### config.mk
export PLATFORM = sky130hd
export DESIGN_NAME = mlfq_ram
export DESIGN_NICKNAME = d
export VERILOG_FILES = /design/src/rtl/core/mlfq_ram.sv
export SDC_FILE = /design/constraint.sdc
export NUM_CORES = 1
export LEC_CHECK = 0
export ABC_AREA = 1
export BUFFER_PORTS_ARGS = -buffer_cell sky130_fd_sc_hd__buf_2
export CAP_MARGIN = 20
export CORE_ASPECT_RATIO = 1.25
export CORE_MARGIN = 1
export CORE_UTILIZATION = 57
export DETAILED_ROUTE_END_ITERATION = 6
export PLACE_DENSITY = 0.81
export SYNTH_ARGS = -nofsm -noshare
export SYNTH_HDL_FRONTEND = slang
export SYNTH_SLANG_ARGS = --single-unit
### constraint.sdc
create_clock -name clk -period 1.9 [get_ports clk]
set_input_delay 0.285 -clock clk [delete_from_list [all_inputs] [get_ports clk]]
set_output_delay 0.285 -clock clk [all_outputs]
set_load 0.05 [all_outputs]
### src/rtl/core/mlfq_ram.sv
// Generic single-port-write, single-port-read RAM with a registered read.
module mlfq_ram #(
    parameter int unsigned WIDTH = 8,
    parameter int unsigned DEPTH = 64
) (
    input  logic                     clk,
    input  logic                     we,
    input  logic [$clog2(DEPTH)-1:0] waddr,
    input  logic [WIDTH-1:0]         wdata,
    input  logic [$clog2(DEPTH)-1:0] raddr,
    output logic [WIDTH-1:0]         rdata
);
    logic [WIDTH-1:0] mem [DEPTH];

    always_ff @(posedge clk)
    begin
        if (we)
        begin
            mem[waddr] <= wdata;
        end
        rdata <= mem[raddr];
    end
endmodule

=== Yosys cells after proc, flatten, opt, wreduce, memory -nomap -nowiden ===
Memories as Yosys holds them, arrays and structs flattened. A register that Yosys moved wholly into a read port is not among the register bits.
Cells that the tools add are included.

* Output and inout port bits: 8
* RAM bits: 512
* Memories kept: 1
* Bits in registers: 0

{| class="wikitable"
|+ Memory list
! memory !! words !! bits a word !! read ports !! clocked after Yosys merged registers in !! write ports !! RTL line !! RTL
|-
| mem || 64 || 8 || 1 || 1 || 1 || 13 || <nowiki>logic [WIDTH-1:0] mem [DEPTH];</nowiki>
|}

* Multiplexer cells: 2

{| class="wikitable"
|+ Operator list
! operator !! number
|-
| $mux W1 || 2
|}

=== Depth between registers and ports, before layout ===
* Depth after elaboration: 2
* Gate-level depth with buffers: 12

=== Worst setup path after synthesis ===
No wires, ideal clock.

* Path type: input to register
* From: input we
* To: memory mem[48][0] (enable)
* Data required time: 1.505 ns
* Library setup time: 0.395 ns
* Data arrival time: 1.656 ns
* Path buffers: 1
* Stages on the path: 3
* Slack: -0.151 ns
* Cell sequence: clkbuf_1 > nand4_1 > nor4_1

* Cells in the longest elaborated chain, start to end: 2

{| class="wikitable"
|+ RTL lines
! what !! RTL line !! RTL
|-
| from (decl) || 7 || <nowiki>input logic we,</nowiki>
|-
| $mux W1 || 17 || <nowiki>if (we)</nowiki>
|-
| $mux W1 (not written as such) || 19 || <nowiki>mem[waddr] <= wdata;</nowiki>
|-
| to (decl) || 13 ||
|}

No other way between the ends.

=== Final worst setup path ===
* From: register rdata[3] (read register of mem)
* To: output rdata[3]

{| class="wikitable"
|+ RTL lines
! what !! RTL line !! RTL
|-
| from (decl) || 11 || <nowiki>output logic [WIDTH-1:0] rdata</nowiki>
|}

No word-level cell between the ends.

==> results.md <==
* Antenna violation net count after detailed routing at 0
* CTS resizes at 0
* Final setup viols at 0
* TritonCTS clock tree: yes
* Worst reg2reg path depth at 8
* Area of the multi-input gates at 0.00495 mm2
* Unrepaired setup endpoints after global routing: no
* Hold crit path type: input pin to flop
* Critical setup path kind: flop to output pin
* R2r endpoint: rdata[7]
* Reg clk slew, reported paths at 60 ps
* Main combinational cell family by area after synthesis: simple AND/OR/NAND/NOR gates
* Num CTS Buffers at 46
* Worst-Margin Slew at 831 ps
* Final Skew at 13.6 ps
* Slowest cell on the critical path: dfxtp_1
* Port buffer count at 29
* Synth Cell Area at 0.0213 mm2
* Final hold violations at 0
* Synth cell types at 16
* Hold Crit Start: raddr[5]
* Slowest stage delay, CP at 440 ps
* Total gr overflow at 0
* Area leader, netlist: edfxtp_1
* Status: complete, no violations
* DRT Wirelength at 51.7 mm
* Mux share of post-synthesis cell area at 0
* Post-Synth Simple-Gate Area at 0.232
* Post-route cell area at 0.0239 mm2
* Gpl congestion at 0.876
* Post-synthesis adder-cell area fraction at 0
* CP delay by family, top: flip-flops
* Initial antenna violation count at 4
* First-pass GRT wire length at 79.3 mm
* Crit path required time at 1620 ps
* Hold Path Sink: rdata[7]
* FF-to-FF Start: mem[5][7]
* Initial Util at 0.583
* Initial drt markers at 1,696
* Reg2Reg Setup Slack at 510 ps
* Clock Path Buffers at 3
* Yosys top cell area share at 0.720
* H-tree levels at 2
* Layout Nets at 1,907
* Die Area at 0.0382 mm2
* Max-cap violations at 0
* Nature of the critical path endpoint: output pin
* CP Launch Type: flop
* CP max FO at 1
* Vias in the first global route at 14,194
* Core area at 0.0366 mm2
* Fill cells at 2,545
* Final count of pins violating max slew at 0
* Chip height at 218 um
* Post-synthesis compound-gate area fraction at 0
* Leakage at 8.76 nW
* Synth Net Count at 1,827
* Reg area at 0.0155 mm2
* Relative slew margins at 0.446
* Clock latency on the worst-skew pair at 570 ps
* Sequential-to-total area share from yosys stat at 0.728
* Ports at 30
* Cell breakdown of the critical path: buf_2
* DRC errors left at 0
* Vias per cell at 6.05
* Via count at 14,555
* CP bufs+invs at 1
* Final worst slack at 295 ps
* Setup bufs post-CTS at 0
* Avg WL per Cell at 21.5 um
* Final Cycle Share at 0.845
* Sink Count at 520
* Initial DRT Pass Iterations at 5
* DIE WIDTH at 175 um
* VDD IR max at 0.825 mV
* Largest net degree at the start of global routing at 95
* Global-route usage over all layers at 0.276
* Tmin final at 1610 ps
* Synth Area in XOR/XNOR at 0
* Seq cells post-synth at 520
* Share of post-route cells with drive strength above 1 at 0.113
* Power Density at 984 mW/mm2
* Synth Instances at 1,805
* Placed Area at 0.0224 mm2
* Data arrival, critical path at 1320 ps
* # rows at 78
* Synth warn at 0
* Syn avg cell area at 11.8 um2
* F_max at 0.623 GHz
* HPWL Detailed at 30.7 mm
* Pre-CTS setup slack at -23.1 ps
* Most area-consuming cells after synthesis: edfxtp_1 72%, nand2_1 11%, nand3_1 10%
* Root Driver: clkbuf_16
* Layout area overhead at 12.0%
* WHS Path Cells at 3
* Hold buffers post-CTS at 0
[layer usage]
layer,GRT usage,routed length (um)
met5,0,0
met2,0.468,25800
met4,0.145,2520
met1,0.344,18300
met3,0.0426,5090
[flip-flops by register name (all words and copies together), names as in the netlist]
register and count:
rdata 8, mem 512
[cells in the mapped netlist]
master and instances:
edfxtp_1 512, nor2_1 56, buf_4 14, nor4_1 8, inv_1 10, inv_6 1, inv_2 1, buf_6 35
buf_8 2, buf_2 37, buf_1 10, dfxtp_1 8, nand2_1 648, clkbuf_1 15, nand4_1 9, nand3_1 439
[report_power, final]
part	internal [mW]	switching (mW)	total, mW	leakage [nW]
clock	5.20	3.97	9.18	0.717
sequential	12.7	0.0409	12.7	4.67
combinational	0.429	1.18	1.61	3.37
[placed cells by master (no fill, tap or decap)]
cell type     n
clkinvlp_4    5
nor4_1        8
edfxtp_1    512
clkbuf_1     11
nand3_1     439
nand4_1       9
buf_4        98
inv_2         1
clkbuf_16    47
nand2_1     648
inv_4         1
buf_2        27
clkinv_1      4
clkbuf_8      6
diode_2       5
inv_1         9
nor2_1       56
bufinv_16     3
clkinv_2      6
buf_12       19
dfxtp_1       8
inv_6         3
buf_6         1
[through the flow]
stage,hold WS [ps],TNS [ps],cells,power [mW],utilization
floorplan,384,-9670,1805,13.9,-
global placement,728,0,2317,14.5,0.612
detailed placement,732,-40.1,2317,14.6,0.612
CTS,136,0,2401,23.5,0.653
global route,172,0,2402,24.1,0.653
finish,178,0,2406,23.5,0.653
[area by class of cell]
cell class,instances,share of cell area
Sequential cell,520,0.650
Multi-Input combinational cell,1160,0.207
Clock buffer,64,0.0544
Timing Repair Buffer,145,0.0528
Tap cell,480,0.0251
Clock inverter,20,0.00796
Inverter,12,0.00220
Antenna cell,5,0.000524
[cell families after synthesis]
| logic type | Yosys count |
|---|---|
| and+or+nand+nor | 1160 |
| DFF | 520 |
| buffers and inverters | 125 |
[how the worst max path moves through the flow]
stage             start         end  cells after the start
6_report       rdata[3]    rdata[3]                      1
5_1_grt        rdata[3]    rdata[3]                      1
4_1_cts        rdata[3]    rdata[3]                      1
3_5_place_dp   raddr[0]    rdata[7]                     11
3_3_place_gp   raddr[0]    rdata[3]                     11
2_1_floorplan        we  mem[48][0]                      3
No activity file was read; power rests on OpenSTA's default activity.
